===== src/sv/rc_pulse_to_stepper_steering_macros.svh =====
// ---------------------------------------------------------------------------
// RC steering assertion macros
// Shared concurrent assertion forms for the steering block.
// ---------------------------------------------------------------------------
`ifndef RC_PULSE_TO_STEPPER_STEERING_MACROS_SVH
`define RC_PULSE_TO_STEPPER_STEERING_MACROS_SVH

// same-cycle implication, disabled in reset
`define RCS_ASSERT_IMPL(name, clk, rst_n, ante, cons) \
    name: assert property (@(posedge clk) disable iff (!(rst_n)) (ante) |-> (cons)) \
        else $error("rcs assertion failed");

// next-cycle implication, disabled in reset
`define RCS_ASSERT_NEXT(name, clk, rst_n, ante, cons) \
    name: assert property (@(posedge clk) disable iff (!(rst_n)) (ante) |=> (cons)) \
        else $error("rcs assertion failed");

`endif


===== src/sv/rcs_pkg.sv =====
// ---------------------------------------------------------------------------
// rcs_pkg
// Types, widths and codes shared by the RC steering controller and datapath.
// ---------------------------------------------------------------------------
`timescale 1ns / 1ps

package rcs_pkg;

    localparam int FRAC_BITS = 8;
    localparam int PW_BITS   = 12;

    localparam int CTR_W = 12;
    localparam int DB_W  = 8;
    localparam int ANG_W = 8;
    localparam int PPD_W = 11;
    localparam int VEL_W = 16;

    localparam int CFG_ADDR_W = 3;
    localparam int CFG_DATA_W = 16;

    localparam int POS_W   = 19;
    localparam int DELTA_W = 20;
    localparam int POS_MAX = 2 ** (POS_W - 1) - 1;

    localparam int OFF_W     = (PW_BITS > CTR_W) ? PW_BITS : CTR_W;
    localparam int CMP_W     = OFF_W + 2;
    localparam int AMAX_W    = ANG_W + FRAC_BITS;
    localparam int PROD_W    = OFF_W + AMAX_W;
    localparam int CUR_MAG_W = POS_W + FRAC_BITS;
    localparam int CUR_W     = CUR_MAG_W + 1;
    localparam int TGT_W     = AMAX_W + 1;
    localparam int TPP_W     = TGT_W + PPD_W + 1;

    localparam int DIV_W = 2 * ((PROD_W + 3) / 2);
    localparam int DEN_W = CTR_W + 1;
    localparam int ITER  = DIV_W / 2;
    localparam int CNT_W = $clog2(ITER);

    localparam int TENTH        = (2 ** (FRAC_BITS + 1) + 10) / 20;
    localparam int SMALL_PULSES = 5;

    localparam int IN_PAY_W    = PW_BITS + 3;
    localparam int IN_TDATA_W  = 8 * ((IN_PAY_W + 7) / 8);
    localparam int OUT_PAY_W   = DELTA_W + VEL_W + 2 + POS_W;
    localparam int OUT_TDATA_W = 8 * ((OUT_PAY_W + 7) / 8);
    localparam int TUSER_W     = 2;

    localparam int RST_CENTER   = 1500;
    localparam int RST_DEADBAND = 20;
    localparam int RST_MIN      = 1000;
    localparam int RST_MAX      = 2000;
    localparam int RST_ANGLE    = 30;
    localparam int RST_PPD      = 100;
    localparam int RST_VEL      = 4000;

    typedef enum logic [1:0] {
        OP_PULSE      = 2'd0,
        OP_STOP       = 2'd1,
        OP_LEFT_EDGE  = 2'd2,
        OP_RIGHT_EDGE = 2'd3
    } t_op;

    typedef enum logic [1:0] {
        CMD_NONE      = 2'd0,
        CMD_MOVE      = 2'd1,
        CMD_STOP      = 2'd2,
        CMD_FAST_STOP = 2'd3
    } t_cmd;

    typedef enum logic [1:0] {
        MODE_IDLE   = 2'd0,
        MODE_MOVING = 2'd1,
        MODE_LEFT   = 2'd2,
        MODE_RIGHT  = 2'd3
    } t_mode;

    typedef enum logic [CFG_ADDR_W-1:0] {
        CFG_CENTER    = 3'd0,
        CFG_DEADBAND  = 3'd1,
        CFG_MIN_VALID = 3'd2,
        CFG_MAX_VALID = 3'd3,
        CFG_MAX_ANGLE = 3'd4,
        CFG_PPD       = 3'd5,
        CFG_VELOCITY  = 3'd6
    } t_cfg_idx;

    typedef enum logic [3:0] {
        ST_IDLE,
        ST_CUR_START,
        ST_CUR_WAIT,
        ST_MUL,
        ST_TGT_START,
        ST_TGT_WAIT,
        ST_TGT_LOAD,
        ST_BLOCK,
        ST_TP_LOAD,
        ST_EMIT
    } t_state;

    typedef struct packed {
        logic capture;
        logic cur_start;
        logic cur_load;
        logic mul;
        logic tgt_start;
        logic tgt_load;
        logic block;
        logic tp_load;
        logic emit;
    } t_dp_cmd;

    typedef struct packed {
        logic in_pulse;
        logic div_done;
        logic need_div;
        logic out_free;
    } t_dp_sts;

endpackage


===== src/sv/rcs_div.sv =====
// ---------------------------------------------------------------------------
// rcs_div
// Unsigned restoring divider, two quotient bits per cycle.
// ---------------------------------------------------------------------------
`timescale 1ns / 1ps

module rcs_div (
    input  logic                       i_clk,
    input  logic                       i_rst_n,
    input  logic                       i_start,
    input  logic [rcs_pkg::DIV_W-1:0]  i_num,
    input  logic [rcs_pkg::DEN_W-1:0]  i_den,
    output logic [rcs_pkg::DIV_W-1:0]  o_quo,
    output logic                       o_done
);
    import rcs_pkg::*;

    logic [DEN_W-1:0] r_rem, n_rem;
    logic [DIV_W-1:0] r_quo, n_quo;
    logic [DEN_W-1:0] r_den;
    logic [CNT_W-1:0] r_cnt;
    logic             r_busy;
    logic             r_done;

    always_comb begin
        logic [DEN_W:0]   sh;
        logic [DEN_W-1:0] rem;
        logic [DIV_W-1:0] quo;
        rem = r_rem;
        quo = r_quo;
        for (int k = 0; k < 2; k++) begin
            sh  = {rem, quo[DIV_W-1]};
            quo = {quo[DIV_W-2:0], 1'b0};
            if (sh >= {1'b0, r_den}) begin
                sh     = sh - {1'b0, r_den};
                quo[0] = 1'b1;
            end
            rem = sh[DEN_W-1:0];
        end
        n_rem = rem;
        n_quo = quo;
    end

    always_ff @(posedge i_clk) begin
        if (!i_rst_n) begin
            r_busy <= 1'b0;
            r_done <= 1'b0;
            r_cnt  <= '0;
        end else begin
            r_done <= 1'b0;
            if (i_start) begin
                r_busy <= 1'b1;
                r_cnt  <= CNT_W'(ITER - 1);
            end else if (r_busy) begin
                if (r_cnt == '0) begin
                    r_busy <= 1'b0;
                    r_done <= 1'b1;
                end else begin
                    r_cnt <= r_cnt - 1'b1;
                end
            end
        end
    end

    always_ff @(posedge i_clk) begin
        if (i_start) begin
            r_rem <= '0;
            r_quo <= i_num;
            r_den <= i_den;
        end else if (r_busy) begin
            r_rem <= n_rem;
            r_quo <= n_quo;
        end
    end

    assign o_quo  = r_quo;
    assign o_done = r_done;

endmodule


===== src/sv/rcs_dp.sv =====
// ---------------------------------------------------------------------------
// rcs_dp
// Steering datapath: config registers, position/mode state, target math.
// ---------------------------------------------------------------------------
`timescale 1ns / 1ps
`include "rc_pulse_to_stepper_steering_macros.svh"

module rcs_dp (
    input  logic                            i_clk,
    input  logic                            i_rst_n,
    input  logic                            i_cfg_valid,
    input  logic [rcs_pkg::CFG_ADDR_W-1:0]  i_cfg_addr,
    input  logic [rcs_pkg::CFG_DATA_W-1:0]  i_cfg_data,
    input  logic [1:0]                      i_in_op,
    input  logic [rcs_pkg::PW_BITS-1:0]     i_in_pulse,
    input  logic                            i_in_lt,
    input  logic                            i_in_rt,
    input  logic                            i_in_run,
    input  rcs_pkg::t_dp_cmd                i_cmd,
    output rcs_pkg::t_dp_sts                o_sts,
    input  logic                            i_out_ready,
    output logic                            o_out_valid,
    output rcs_pkg::t_cmd                   o_out_cmd,
    output logic [rcs_pkg::DELTA_W-1:0]     o_out_delta,
    output logic [rcs_pkg::VEL_W-1:0]       o_out_vel,
    output rcs_pkg::t_mode                  o_out_mode,
    output logic [rcs_pkg::POS_W-1:0]       o_out_pos
);
    import rcs_pkg::*;

    localparam logic signed [POS_W-1:0]   POS_MAX_S = POS_W'(POS_MAX);
    localparam logic signed [DELTA_W-1:0] SMALL_S   = DELTA_W'(SMALL_PULSES);
    localparam logic [TPP_W:0]            HALF_LSB  = (TPP_W+1)'(2 ** (FRAC_BITS - 1));

    // config
    logic [CTR_W-1:0] r_center, r_min, r_max;
    logic [DB_W-1:0]  r_deadband;
    logic [ANG_W-1:0] r_angle;
    logic [PPD_W-1:0] r_ppd;
    logic [VEL_W-1:0] r_vel;

    // state
    logic signed [POS_W-1:0] r_pos;
    t_mode                   r_mode;

    // captured item
    t_op                  r_op;
    logic [PW_BITS-1:0]   r_pulse;
    logic                 r_lt, r_rt, r_run;

    // working registers
    logic signed [CUR_W-1:0] r_cur;
    logic [PROD_W-1:0]       r_prod;
    logic signed [TGT_W-1:0] r_tgt;
    logic                    r_hold0, r_hold;
    t_mode                   r_mode0, r_mode1;
    logic                    r_dg_small;
    logic signed [TPP_W-1:0] r_tpp;
    logic signed [POS_W-1:0] r_tp;

    // output register
    logic                    r_out_valid;
    t_cmd                    r_out_cmd;
    logic signed [DELTA_W-1:0] r_out_delta;
    logic [VEL_W-1:0]        r_out_vel;
    t_mode                   r_out_mode;
    logic signed [POS_W-1:0] r_out_pos;

    // divider hookup
    logic [DIV_W-1:0] div_num, div_quo;
    logic [DEN_W-1:0] div_den;
    logic             div_start, div_done;

    // decode
    logic signed [CMP_W-1:0] c_s, d_s, p_s, span_l, span_r, span_sel;
    logic                    below, above, move_l, move_r, need_div;
    logic [OFF_W-1:0]        offset;
    logic [CTR_W-1:0]        span_u;
    logic [AMAX_W-1:0]       amax;
    logic [PPD_W-1:0]        ppd_eff;
    logic [POS_W-1:0]        pos_abs;
    logic [DIV_W-1:0]        num_cur, num_tgt;
    logic [DEN_W-1:0]        den_cur, den_tgt;

    always_comb begin
        c_s    = signed'(CMP_W'(r_center));
        d_s    = signed'(CMP_W'(r_deadband));
        p_s    = signed'(CMP_W'(r_pulse));
        below  = p_s < (c_s - d_s);
        above  = p_s > (c_s + d_s);
        span_l = c_s - signed'(CMP_W'(r_min));
        span_r = signed'(CMP_W'(r_max)) - c_s;
        move_l = below && !r_lt;
        move_r = above && !r_rt;
        need_div = (move_l && (span_l > 0)) || (move_r && (span_r > 0));
        span_sel = move_l ? span_l : span_r;
        span_u   = span_sel[CTR_W-1:0];
        offset   = below ? OFF_W'(c_s - p_s) : OFF_W'(p_s - c_s);
        amax     = {r_angle, {FRAC_BITS{1'b0}}};
        ppd_eff  = (r_ppd == '0) ? PPD_W'(1) : r_ppd;
        pos_abs  = r_pos[POS_W-1] ? POS_W'(-r_pos) : POS_W'(r_pos);
        // rounded division: (2a + den) / (2 den)
        num_cur  = (DIV_W'(pos_abs) << (FRAC_BITS + 1)) + DIV_W'(ppd_eff);
        den_cur  = DEN_W'({ppd_eff, 1'b0});
        num_tgt  = (DIV_W'(r_prod) << 1) + DIV_W'(span_u);
        den_tgt  = DEN_W'({span_u, 1'b0});
    end

    assign div_start = i_cmd.cur_start | i_cmd.tgt_start;
    assign div_num   = i_cmd.tgt_start ? num_tgt : num_cur;
    assign div_den   = i_cmd.tgt_start ? den_tgt : den_cur;

    rcs_div u_div (
        .i_clk   (i_clk),
        .i_rst_n (i_rst_n),
        .i_start (div_start),
        .i_num   (div_num),
        .i_den   (div_den),
        .o_quo   (div_quo),
        .o_done  (div_done)
    );

    // target angle after saturation
    logic signed [CUR_W-1:0] amax_c;
    logic [AMAX_W-1:0]       q_min, mag_sel;
    logic signed [TGT_W-1:0] cur_clamp, tgt_n;
    logic signed [CUR_W-1:0] q_cur;
    t_mode                   mode0_n;

    always_comb begin
        amax_c  = signed'(CUR_W'(amax));
        q_cur   = signed'(CUR_W'(div_quo));
        q_min   = (div_quo > DIV_W'(amax)) ? amax : div_quo[AMAX_W-1:0];
        mag_sel = need_div ? q_min : amax;
        if (r_cur > amax_c) begin
            cur_clamp = signed'(TGT_W'(amax));
        end else if (r_cur < -amax_c) begin
            cur_clamp = -signed'(TGT_W'(amax));
        end else begin
            cur_clamp = TGT_W'(r_cur);
        end
        priority if (move_l) begin
            tgt_n = -signed'(TGT_W'(mag_sel));
        end else if (move_r) begin
            tgt_n = signed'(TGT_W'(mag_sel));
        end else begin
            tgt_n = cur_clamp;
        end
        priority if (below || above) begin
            mode0_n = MODE_MOVING;
        end else if (!r_run) begin
            mode0_n = MODE_IDLE;
        end else begin
            mode0_n = r_mode;
        end
    end

    // limit blocking and small-angle check
    logic signed [CUR_W-1:0] tgt_ext;
    logic signed [CUR_W:0]   dg;
    logic [CUR_W:0]          dg_abs;
    logic                    lt_blk, rt_blk;

    always_comb begin
        tgt_ext = CUR_W'(r_tgt);
        lt_blk  = r_lt && (tgt_ext < r_cur);
        rt_blk  = !lt_blk && r_rt && (tgt_ext > r_cur);
        dg      = (CUR_W+1)'(tgt_ext) - (CUR_W+1)'(r_cur);
        dg_abs  = dg[CUR_W] ? (CUR_W+1)'(-dg) : (CUR_W+1)'(dg);
    end

    // tp = round(tgt * ppd / 2^FRAC_BITS), saturated
    logic [TPP_W-1:0]        tpp_abs;
    logic [TPP_W:0]          tp_mag;
    logic signed [POS_W-1:0] tp_sat;

    always_comb begin
        tpp_abs = r_tpp[TPP_W-1] ? TPP_W'(-r_tpp) : TPP_W'(r_tpp);
        tp_mag  = ({1'b0, tpp_abs} + HALF_LSB) >> FRAC_BITS;
        tp_sat  = (tp_mag > (TPP_W+1)'(POS_MAX)) ? POS_MAX_S : signed'(POS_W'(tp_mag));
    end

    // final decision
    logic signed [DELTA_W-1:0] delta;
    logic                      ad_small, do_move;

    always_comb begin
        delta    = DELTA_W'(r_tp) - DELTA_W'(r_pos);
        ad_small = (delta > -SMALL_S) && (delta < SMALL_S);
        do_move  = (delta != '0) && !(ad_small && r_dg_small);
    end

    // control state, config, position
    always_ff @(posedge i_clk) begin
        if (!i_rst_n) begin
            r_center    <= CTR_W'(RST_CENTER);
            r_deadband  <= DB_W'(RST_DEADBAND);
            r_min       <= CTR_W'(RST_MIN);
            r_max       <= CTR_W'(RST_MAX);
            r_angle     <= ANG_W'(RST_ANGLE);
            r_ppd       <= PPD_W'(RST_PPD);
            r_vel       <= VEL_W'(RST_VEL);
            r_pos       <= '0;
            r_mode      <= MODE_IDLE;
            r_out_valid <= 1'b0;
        end else begin
            if (i_cfg_valid) begin
                unique case (t_cfg_idx'(i_cfg_addr))
                    CFG_CENTER:    r_center   <= i_cfg_data[CTR_W-1:0];
                    CFG_DEADBAND:  r_deadband <= i_cfg_data[DB_W-1:0];
                    CFG_MIN_VALID: r_min      <= i_cfg_data[CTR_W-1:0];
                    CFG_MAX_VALID: r_max      <= i_cfg_data[CTR_W-1:0];
                    CFG_MAX_ANGLE: r_angle    <= i_cfg_data[ANG_W-1:0];
                    CFG_PPD:       r_ppd      <= i_cfg_data[PPD_W-1:0];
                    CFG_VELOCITY:  r_vel      <= i_cfg_data[VEL_W-1:0];
                    default: ;
                endcase
            end
            if (i_cmd.emit) begin
                r_out_valid <= 1'b1;
                unique case (r_op)
                    OP_STOP:       r_mode <= MODE_IDLE;
                    OP_LEFT_EDGE:  r_mode <= MODE_LEFT;
                    OP_RIGHT_EDGE: r_mode <= MODE_RIGHT;
                    OP_PULSE: begin
                        r_mode <= r_mode1;
                        if (do_move) begin
                            r_pos <= r_tp;
                        end
                    end
                    default: ;
                endcase
            end else if (i_out_ready) begin
                r_out_valid <= 1'b0;
            end
        end
    end

    // payload
    always_ff @(posedge i_clk) begin
        if (i_cmd.capture) begin
            r_op    <= t_op'(i_in_op);
            r_pulse <= i_in_pulse;
            r_lt    <= i_in_lt;
            r_rt    <= i_in_rt;
            r_run   <= i_in_run;
        end
        if (i_cmd.cur_load) begin
            r_cur <= r_pos[POS_W-1] ? -q_cur : q_cur;
        end
        if (i_cmd.mul) begin
            r_prod <= PROD_W'(offset) * PROD_W'(amax);
        end
        if (i_cmd.tgt_load) begin
            r_tgt   <= tgt_n;
            r_hold0 <= !(move_l || move_r);
            r_mode0 <= mode0_n;
        end
        if (i_cmd.block) begin
            r_tpp      <= TPP_W'(r_tgt) * signed'(TPP_W'(ppd_eff));
            r_hold     <= r_hold0 || lt_blk || rt_blk;
            r_mode1    <= lt_blk ? MODE_LEFT : (rt_blk ? MODE_RIGHT : r_mode0);
            r_dg_small <= lt_blk || rt_blk || (dg_abs < (CUR_W+1)'(TENTH));
        end
        if (i_cmd.tp_load) begin
            r_tp <= r_hold ? r_pos : (r_tpp[TPP_W-1] ? -tp_sat : tp_sat);
        end
        if (i_cmd.emit) begin
            unique case (r_op)
                OP_STOP: begin
                    r_out_cmd   <= CMD_STOP;
                    r_out_delta <= '0;
                    r_out_vel   <= '0;
                    r_out_mode  <= MODE_IDLE;
                end
                OP_LEFT_EDGE: begin
                    r_out_cmd   <= CMD_FAST_STOP;
                    r_out_delta <= '0;
                    r_out_vel   <= '0;
                    r_out_mode  <= MODE_LEFT;
                end
                OP_RIGHT_EDGE: begin
                    r_out_cmd   <= CMD_FAST_STOP;
                    r_out_delta <= '0;
                    r_out_vel   <= '0;
                    r_out_mode  <= MODE_RIGHT;
                end
                default: begin
                    r_out_cmd   <= do_move ? CMD_MOVE : CMD_NONE;
                    r_out_delta <= do_move ? delta : '0;
                    r_out_vel   <= do_move ? r_vel : '0;
                    r_out_mode  <= r_mode1;
                end
            endcase
            r_out_pos <= (r_op == OP_PULSE && do_move) ? r_tp : r_pos;
        end
    end

    assign o_sts.in_pulse = (t_op'(i_in_op) == OP_PULSE);
    assign o_sts.div_done = div_done;
    assign o_sts.need_div = need_div;
    assign o_sts.out_free = !r_out_valid || i_out_ready;

    assign o_out_valid = r_out_valid;
    assign o_out_cmd   = r_out_cmd;
    assign o_out_delta = r_out_delta;
    assign o_out_vel   = r_out_vel;
    assign o_out_mode  = r_out_mode;
    assign o_out_pos   = r_out_pos;

    `RCS_ASSERT_IMPL(a_move_has_delta, i_clk, i_rst_n, r_out_valid && (r_out_cmd == CMD_MOVE), r_out_delta != '0)
    `RCS_ASSERT_IMPL(a_other_no_motion, i_clk, i_rst_n, r_out_valid && (r_out_cmd != CMD_MOVE), (r_out_delta == '0) && (r_out_vel == '0))
    `RCS_ASSERT_IMPL(a_pos_in_range, i_clk, i_rst_n, 1'b1, (r_pos <= POS_MAX_S) && (r_pos >= -POS_MAX_S))
    `RCS_ASSERT_NEXT(a_emit_shows_pos, i_clk, i_rst_n, i_cmd.emit, r_out_valid && (r_out_pos == r_pos))
    `RCS_ASSERT_NEXT(a_pos_only_on_emit, i_clk, i_rst_n, !i_cmd.emit, $stable(r_pos))

endmodule


===== src/sv/rcs_ctrl.sv =====
// ---------------------------------------------------------------------------
// rcs_ctrl
// Sequencer for the steering datapath: capture, divide, scale, emit.
// ---------------------------------------------------------------------------
`timescale 1ns / 1ps

module rcs_ctrl (
    input  logic              i_clk,
    input  logic              i_rst_n,
    input  logic              i_in_valid,
    output logic              o_in_ready,
    input  rcs_pkg::t_dp_sts  i_sts,
    output rcs_pkg::t_dp_cmd  o_cmd
);
    import rcs_pkg::*;

    t_state r_state, n_state;

    always_ff @(posedge i_clk) begin
        if (!i_rst_n) begin
            r_state <= ST_IDLE;
        end else begin
            r_state <= n_state;
        end
    end

    always_comb begin
        n_state = r_state;
        unique case (r_state)
            ST_IDLE: begin
                if (i_in_valid) begin
                    n_state = i_sts.in_pulse ? ST_CUR_START : ST_EMIT;
                end
            end
            ST_CUR_START: n_state = ST_CUR_WAIT;
            ST_CUR_WAIT: begin
                if (i_sts.div_done) begin
                    n_state = ST_MUL;
                end
            end
            ST_MUL:       n_state = i_sts.need_div ? ST_TGT_START : ST_TGT_LOAD;
            ST_TGT_START: n_state = ST_TGT_WAIT;
            ST_TGT_WAIT: begin
                if (i_sts.div_done) begin
                    n_state = ST_TGT_LOAD;
                end
            end
            ST_TGT_LOAD:  n_state = ST_BLOCK;
            ST_BLOCK:     n_state = ST_TP_LOAD;
            ST_TP_LOAD:   n_state = ST_EMIT;
            ST_EMIT: begin
                if (i_sts.out_free) begin
                    n_state = ST_IDLE;
                end
            end
            default:      n_state = ST_IDLE;
        endcase
    end

    always_comb begin
        o_cmd      = '0;
        o_in_ready = 1'b0;
        unique case (r_state)
            ST_IDLE: begin
                o_in_ready    = 1'b1;
                o_cmd.capture = i_in_valid;
            end
            ST_CUR_START: o_cmd.cur_start = 1'b1;
            ST_CUR_WAIT:  o_cmd.cur_load  = i_sts.div_done;
            ST_MUL:       o_cmd.mul       = 1'b1;
            ST_TGT_START: o_cmd.tgt_start = 1'b1;
            ST_TGT_WAIT:  ;
            ST_TGT_LOAD:  o_cmd.tgt_load  = 1'b1;
            ST_BLOCK:     o_cmd.block     = 1'b1;
            ST_TP_LOAD:   o_cmd.tp_load   = 1'b1;
            ST_EMIT:      o_cmd.emit      = i_sts.out_free;
            default: ;
        endcase
    end

endmodule


===== src/sv/rc_pulse_to_stepper_steering.sv =====
// A pulse update makes one pass through the shared divider for the current angle and,
// when the target needs it, a second pass for the target angle, then scales the result.
// Stop and limit-edge items skip these steps and go straight to the emit state. Input
// ready returns in the idle state after the emit state loads the output register,
// one item in flight at a time. Reset is synchronous, active low: config registers
// return to their defaults, position 0, mode idle, output empty. No clearing pass.
// ---------------------------------------------------------------------------
// rc_pulse_to_stepper_steering
// RC pulse width to stepper steering command, with limits and small-move skip.
// ---------------------------------------------------------------------------
`timescale 1ns / 1ps

module rc_pulse_to_stepper_steering (
    input  logic                              i_clk,
    input  logic                              i_rst_n,
    // config write channel
    input  logic                              i_cfg_valid,
    output logic                              o_cfg_ready,
    input  logic [rcs_pkg::CFG_ADDR_W-1:0]    i_cfg_addr,
    input  logic [rcs_pkg::CFG_DATA_W-1:0]    i_cfg_data,
    // input stream
    input  logic                              s_axis_tvalid,
    output logic                              s_axis_tready,
    // pulse_width[11:0], limit_left[12], limit_right[13], generator_running[14]
    input  logic [rcs_pkg::IN_TDATA_W-1:0]    s_axis_tdata,
    // op[1:0]
    input  logic [rcs_pkg::TUSER_W-1:0]       s_axis_tuser,
    // result stream
    output logic                              m_axis_tvalid,
    input  logic                              m_axis_tready,
    // move_delta_pulses[19:0], velocity_pps[35:20], steer_mode[37:36],
    // position_now[56:38]
    output logic [rcs_pkg::OUT_TDATA_W-1:0]   m_axis_tdata,
    // command[1:0]
    output logic [rcs_pkg::TUSER_W-1:0]       m_axis_tuser
);
    import rcs_pkg::*;

    t_dp_cmd              dp_cmd;
    t_dp_sts              dp_sts;
    t_cmd                 out_cmd;
    t_mode                out_mode;
    logic [DELTA_W-1:0]   out_delta;
    logic [VEL_W-1:0]     out_vel;
    logic [POS_W-1:0]     out_pos;

    assign o_cfg_ready = 1'b1;

    rcs_ctrl u_ctrl (
        .i_clk      (i_clk),
        .i_rst_n    (i_rst_n),
        .i_in_valid (s_axis_tvalid),
        .o_in_ready (s_axis_tready),
        .i_sts      (dp_sts),
        .o_cmd      (dp_cmd)
    );

    rcs_dp u_dp (
        .i_clk       (i_clk),
        .i_rst_n     (i_rst_n),
        .i_cfg_valid (i_cfg_valid),
        .i_cfg_addr  (i_cfg_addr),
        .i_cfg_data  (i_cfg_data),
        .i_in_op     (s_axis_tuser),
        .i_in_pulse  (s_axis_tdata[PW_BITS-1:0]),
        .i_in_lt     (s_axis_tdata[PW_BITS]),
        .i_in_rt     (s_axis_tdata[PW_BITS+1]),
        .i_in_run    (s_axis_tdata[PW_BITS+2]),
        .i_cmd       (dp_cmd),
        .o_sts       (dp_sts),
        .i_out_ready (m_axis_tready),
        .o_out_valid (m_axis_tvalid),
        .o_out_cmd   (out_cmd),
        .o_out_delta (out_delta),
        .o_out_vel   (out_vel),
        .o_out_mode  (out_mode),
        .o_out_pos   (out_pos)
    );

    assign m_axis_tuser = TUSER_W'(out_cmd);
    assign m_axis_tdata = OUT_TDATA_W'({out_pos, out_mode, out_vel, out_delta});

endmodule


===== config.mk =====
export PLATFORM = sky130hd
export DESIGN_NAME = rc_pulse_to_stepper_steering
export DESIGN_NICKNAME = d
export VERILOG_FILES = /design/src/sv/rcs_pkg.sv /design/src/sv/rcs_div.sv /design/src/sv/rcs_dp.sv /design/src/sv/rcs_ctrl.sv /design/src/sv/rc_pulse_to_stepper_steering.sv
export VERILOG_INCLUDE_DIRS = /design/src /design/src/sv
export SDC_FILE = /design/constraint.sdc
export NUM_CORES = 2
export LEC_CHECK = 0
export ABC_AREA = 1
export BUFFER_PORTS_ARGS = -buffer_cell sky130_fd_sc_hd__buf_2
export CAP_MARGIN = 20
export CORE_MARGIN = 4
export CORE_UTILIZATION = 70
export DETAILED_ROUTE_END_ITERATION = 10
export PLACE_DENSITY = 0.85
export RECOVER_POWER = 100
export REMOVE_ABC_BUFFERS = 1
export SYNTH_ARGS = -nofsm -noshare
export SYNTH_HDL_FRONTEND = slang
export SYNTH_SLANG_ARGS = --single-unit

===== constraint.sdc =====
create_clock -name i_clk -period 17.85 [get_ports i_clk]
set_clock_uncertainty 0.15 [all_clocks]
set_input_delay 0.8925 -clock i_clk [delete_from_list [all_inputs] [get_ports i_clk]]
set_output_delay 0.8925 -clock i_clk [all_outputs]
set_load 0.05 [all_outputs]

## After elaboration in Yosys (flattened, before gate mapping)

Cells that the tools add are included.

- Register bits after elaboration: 363
- Output and inout port bits: 69

- Reductions and logical operators: 51
- Muxes and demuxes: 57
- Equal/unequal tests: 23
- Multipliers: 2
- Bitwise gates (word level): 6
- Add/subtract/negate cells: 22
- Magnitude comparators: 15

Operators with widths:

| operator | count |
|---|---|
| $mux 19 | 5 |
| $mux 30 | 3 |
| $mux 17 | 4 |
| $mux 29 | 2 |
| $neg 29->29 | 2 |
| $pmux 4 s10 | 1 |
| $neg 19->19 | 2 |
| $mux 12 | 3 |
| $neg 16->17 | 2 |
| $mux 16 | 2 |
| $mux 4 | 8 |
| $add 29x12->30 | 1 |
| $add 29x8->30 const B | 1 |
| $gt 30x16->1 | 1 |
| $add 28x11->29 | 1 |
| $lt 29x5->1 const B | 1 |
| $mul 17x12->29 | 1 |
| $sub 17x28->29 | 1 |
| $ge 14x13->1 | 2 |
| $gt 17x28->1 | 1 |
| $gt 28x17->1 | 1 |
| $lt 17x28->1 | 1 |
| $lt 28x28->1 | 1 |
| $mux 28 | 1 |
| 51 further kinds | 128 |

## Logic depth before layout (Yosys ltp)

- Depth in word-level cells: 8
- Depth in mapped cells: 48
- Depth with buffers taken out: 45

## Hierarchy

A second synthesis with hierarchy kept.

- Cells, all modules: 5,195
- Area total of the unflattened synthesis: 38,285.5 sq um

By module, submodules not included:

| module | sequential area each (sq um) | instances | area an instance (sq um) | cells an instance |
|---|---|---|---|---|
| rcs_dp | 7,907.6 | 1 | 33,588.5 | 4,548 |
| rcs_div | 1,671.6 | 1 | 4,304.1 | 575 |
| rcs_ctrl | 80.1 | 1 | 325.3 | 62 |
| rc_pulse_to_stepper_steering | 0.0 | 1 | 67.6 | 10 |

## Worst setup path before layout

No wires, ideal clock.

- Path kind: register -> register
- From: reg u_dp.r_deadband[2]
- To: reg u_dp.r_prod[26], data pin
- Arrival time: 7.804 ns
- Setup slack: 9.636 ns
- Data required time: 17.440 ns
- Library setup time: 0.260 ns
- Cell stages (with the launch flop): 46
- Cell sequence: dfxtp_1 > inv_1 > ha_1 > buf_2 > clkinv_1 > o31ai_1 > nand3_1 > nand2_1 > a21oi_1 > o21ai_0 > a211o_1 > xor2_1 > ha_1 > inv_1 > nor3_1 > a211oi_1 > o21ai_0 > nand3_1 > [10 not listed] > inv_1 > fa_1 > inv_1 > ha_1 > a21oi_1 > a21boi_0 > o21ai_0 > nand2_1 > nand2_1 > a21oi_1 > o21ai_0 > a21o_1 > a21oi_1 > inv_1 > a21oi_1 > nor2_1 > nor2_1 > xor2_1

- Cells in the longest elaborated chain, start to end: 4

RTL lines:

| element | line | source |
|---|---|---|
| from (decl) | rcs_dp.sv:37 | `logic [DB_W-1:0] r_deadband;` |
| from (signal assigned) | rcs_dp.sv:197 | `r_deadband <= DB_W'(RST_DEADBAND);` |
| from (signal assigned) | rcs_dp.sv:210 | `CFG_DEADBAND: r_deadband <= i_cfg_data[DB_W-1:0];` |
| $sub 12x8->13 | rcs_dp.sv:89 | `below = p_s < (c_s - d_s);` |
| $lt 13x14->1 | rcs_dp.sv:89 |  |
| $mux 12 | rcs_dp.sv:98 | `offset = below ? OFF_W'(c_s - p_s) : OFF_W'(p_s - c_s);` |
| $mul 12x8->20 | rcs_dp.sv:252 | `r_prod <= PROD_W'(offset) * PROD_W'(amax);` |
| to (signal assigned) | rcs_dp.sv:252 |  |
| to (decl) | rcs_dp.sv:53 | `logic [PROD_W-1:0] r_prod;` |

No other way between the ends.
A chain may end at the register's enable or synchronous reset.

## Worst setup path in the final report

Ends and elaborated chain as after synthesis.

==> impl_metrics.yaml <==
final_layout:
  antenna_cells: 0
  syn_to_final_growth_pct: 5.55
  drive_gt1_share_pct: 3.53
  nets: 5613
  fill_cells: 4127
  most-common-layout-cells: "1107 x nand2_1, 893 x inv_1, 503 x nor2_1, 312 x ha_1, 287 x a21oi_1"
  final_common_cell: "nand2_1"
timing:
  tns_ns: 0
  period_minus_slack_ns: 10.03
  rsz0062_at_grt: "no"
  fin_crit_sh_pct: 56.2
  setup_violations: 0
  tightest_slew_ns: 4.92
  finalHoldViolCount: 0
  slew_headroom_pct: -228
  max_freq_ghz: 0.0997
  slew_violations: 488
power_and_ir_drop:
  seqPwrFrac_pct: 23.4
  intPower_w: 0.00315
  combPwrFrac_pct: 62.6
  switching_share_pct: 47.5
  power_w: 0.00599
  p_sw_w: 0.00285
  p_per_area_nw_per_um2: 153
  p_leak_nw: 19.0
  clkPwrFrac_pct: 13.9
  ir_drop_uv: 1130
setup_path:
  start_kind: "register"
  rr_endpoint: "u_dp.r_prod[26]"
  critPathCaptureType: "register"
  r2r_setup_slack_ns: 7.82
  cpMostUsedCell: "inv_1"
  critPathKind: "reg2reg"
  cp_slowest_cell: "xor2_1"
  rr_startpoint: "u_dp.r_deadband[2]"
  crit_fanout: 21
  reg2reg_depth: 43
  slowest_delay_ns: 0.68
  cp_data_required_time_ns: 18.02
  cp.arrival_ns: 10.20
placement:
  dp_hpwl_um: 79000
  io_buffers: 101
  globalplace.congestion: 0.996
drt:
  via_per_inst: 5.83
  routed-via-count: 33400
  drtIter0Drc: 3058
  drtAntennaViolNets: 0
  wl_um: 102000
  drc: 0
  drtPass1Iterations: 6
  wire_per_inst_um: 17.7
cts:
  hold_buffers: 0
  clk_path_buf_depth: 3
  clock_sinks: 362
  htree_levels: 2
  clock_latency_ns: 0.57
  clk_pin_slew_ns: 0.06
  cts_buffers: 40
  cts_root_buf: "clkbuf_16"
  cts_resized: 0
  cts_setup_buffers: 0
  cts_tree: "yes"
logic_synthesis:
  synth_edf_count: 238
  synth_ff_type: "edfxtp_1"
  synth.distinct_cells: 66
  synthArstFlopShare_pct: 0
  avgSynthCellArea_um2: 7.45
  synth_area_um2: 37200
  ys.warnings.count: 0
  yosys_register_bits: 362
  syn_inst: 4992
  yosysSeqAreaShare_pct: 25.9
run:
  maxCapViolCount: 9
die:
  core-area_um2: 52600
  io-pin-count: 111
  initial_core_util_pct: 70.8
  die-area_um2: 56900
  die_height_um: 238
  fp.dieW_um: 238
  row_count: 84
outcome:
  status: "complete, but fails checks"
  violations: "max-capacitance violations, max-slew violations"
global_route:
  grt_use_total_pct: 35.2
  grt_pass1_wl_um: 162000
  first_global_vias: 32300
  grt_max_degree: 104
  grt_antenna_before_repair: 1
  grt.overflow.total: 0
min_path:
  worstHoldStart: "u_dp.r_vel[13]"
  worstHoldPathType: "reg2reg"
  hold_end: "u_dp.r_vel[13]"
  hold_depth: 2
metal layers:
metal	vias to the layer above	wire (um)	GRT usage [%]
met5	-	13	0
met4	2	5920	18.0
met3	320	9200	5.96
met2	1520	46700	57.9
met1	15500	39800	45.2
li1	16000	-	-
worst max-delay path, delay by kind of cell (launching register included):
family,cells,cell delay (ns)
compound gates,15,3.33
xor+xnor,3,0.90
fa+ha+maj,7,3.07
buf+inv,8,0.59
flops,1,0.34
simple gates,10,1.36
cell usage after synthesis, types with 5 or more instances:
cell | instances | share of area [%]
ha_1 | 312 | 10
buf_4 | 11 | 0.22
o221ai_1 | 14 | 0.33
edfxtp_1 | 238 | 19
nor2_1 | 502 | 5.1
or2_2 | 20 | 0.34
buf_2 | 23 | 0.31
nand4_1 | 76 | 1.3
o21bai_1 | 17 | 0.34
nor2_2 | 8 | 0.13
nand2_2 | 18 | 0.30
nand3b_1 | 23 | 0.46
nor2_4 | 8 | 0.24
xnor2_1 | 58 | 1.4
a21oi_1 | 286 | 3.8
a21o_1 | 9 | 0.18
o21ai_0 | 257 | 3.5
o211ai_1 | 43 | 0.87
dfxtp_1 | 124 | 6.7
o22ai_1 | 8 | 0.13
clkinv_1 | 6 | 0.061
o21ai_1 | 16 | 0.22
nand2_1 | 1103 | 11
a211oi_1 | 11 | 0.22
nand3_2 | 5 | 0.13
buf_1 | 15 | 0.15
inv_1 | 892 | 9.0
xor2_1 | 161 | 3.8
o31ai_1 | 8 | 0.16
nor4_1 | 15 | 0.25
a31oi_1 | 15 | 0.25
clkbuf_1 | 99 | 1.0
nand3_1 | 228 | 3.1
nor3_1 | 59 | 0.79
fa_1 | 242 | 13
worst max path at each step:
stage	from	end	cells past startpoint
floorplan	u_dp.r_deadband[2]	u_dp.r_prod[26]	43
global placement	u_dp.r_center[2]	u_dp.r_prod[26]	42
detailed placement	u_dp.r_center[2]	u_dp.r_prod[26]	42
CTS	u_dp.r_deadband[2]	u_dp.r_prod[26]	43
global route	u_dp.r_deadband[2]	u_dp.r_prod[26]	43
finish	u_dp.r_deadband[2]	u_dp.r_prod[26]	43
through the flow:
stage	instance area, um2	setup slack, ns	instances	hold slack [ns]	util, %
after floorplan	36600	9.50	4848	0.273	-
after CTS	39500	8.02	5736	0.311	75.1
final	39200	7.82	5736	0.306	74.7
after global placement	38200	8.24	5662	0.292	72.6
after detailed placement	38200	8.11	5663	0.302	72.7
after global routing	39200	7.02	5736	0.326	74.7
cell families (layout without fill, tap and decap cells):
group                    Yosys count  after routing  synth area share, %
AO/OA/AOI/OAI                    717            717                 10.8
buffers and inverters           1052           1102                 10.8
AND/OR/NAND/NOR                 2082           2082                 23.6
flip-flops                       362            362                 25.9
multiplexers                       4              4                0.111
XOR/XNOR                         219            219                 5.16
other                              2              8               0.0202
adder cells (fa/ha/maj)          554            554                 23.5
power by group through the flow:
stage / registers [W] / logic (W) / clock network (W)
after global placement: 0.00141 / 0.00356 / 0
after CTS: 0.00139 / 0.00375 / 0.000838
after detailed placement: 0.00141 / 0.00370 / 0
final: 0.00141 / 0.00375 / 0.000835
after floorplan: 0.00143 / 0.00281 / 0
after global routing: 0.00142 / 0.00427 / 0.000871
registers in the layout, indices dropped and copies added, names as in the netlist, 19 cells and up:
| register | cells |
|---|---|
| u_dp.r_prod | 20 |
| u_dp.o_out_delta | 20 |
| u_dp.r_cur | 28 |
| u_dp.r_tp | 19 |
| u_dp.r_tpp | 29 |
| u_dp.o_out_pos | 19 |
| u_dp.r_pos | 19 |
| u_dp.u_div.o_quo | 30 |
area by class of cell:
type / count / area (um2) / share of cell area (%)
clock buffers: 56 / 1170 / 2.99
clock inverters: 17 / 133 / 0.338
inverters: 902 / 3390 / 8.63
multi-input cells: 3584 / 23500 / 59.9
flip-flops and latches: 362 / 9630 / 24.5
well taps: 688 / 861 / 2.19
repair buffers: 127 / 568 / 1.45
Note: power is estimated with default switching activity, not from simulation.
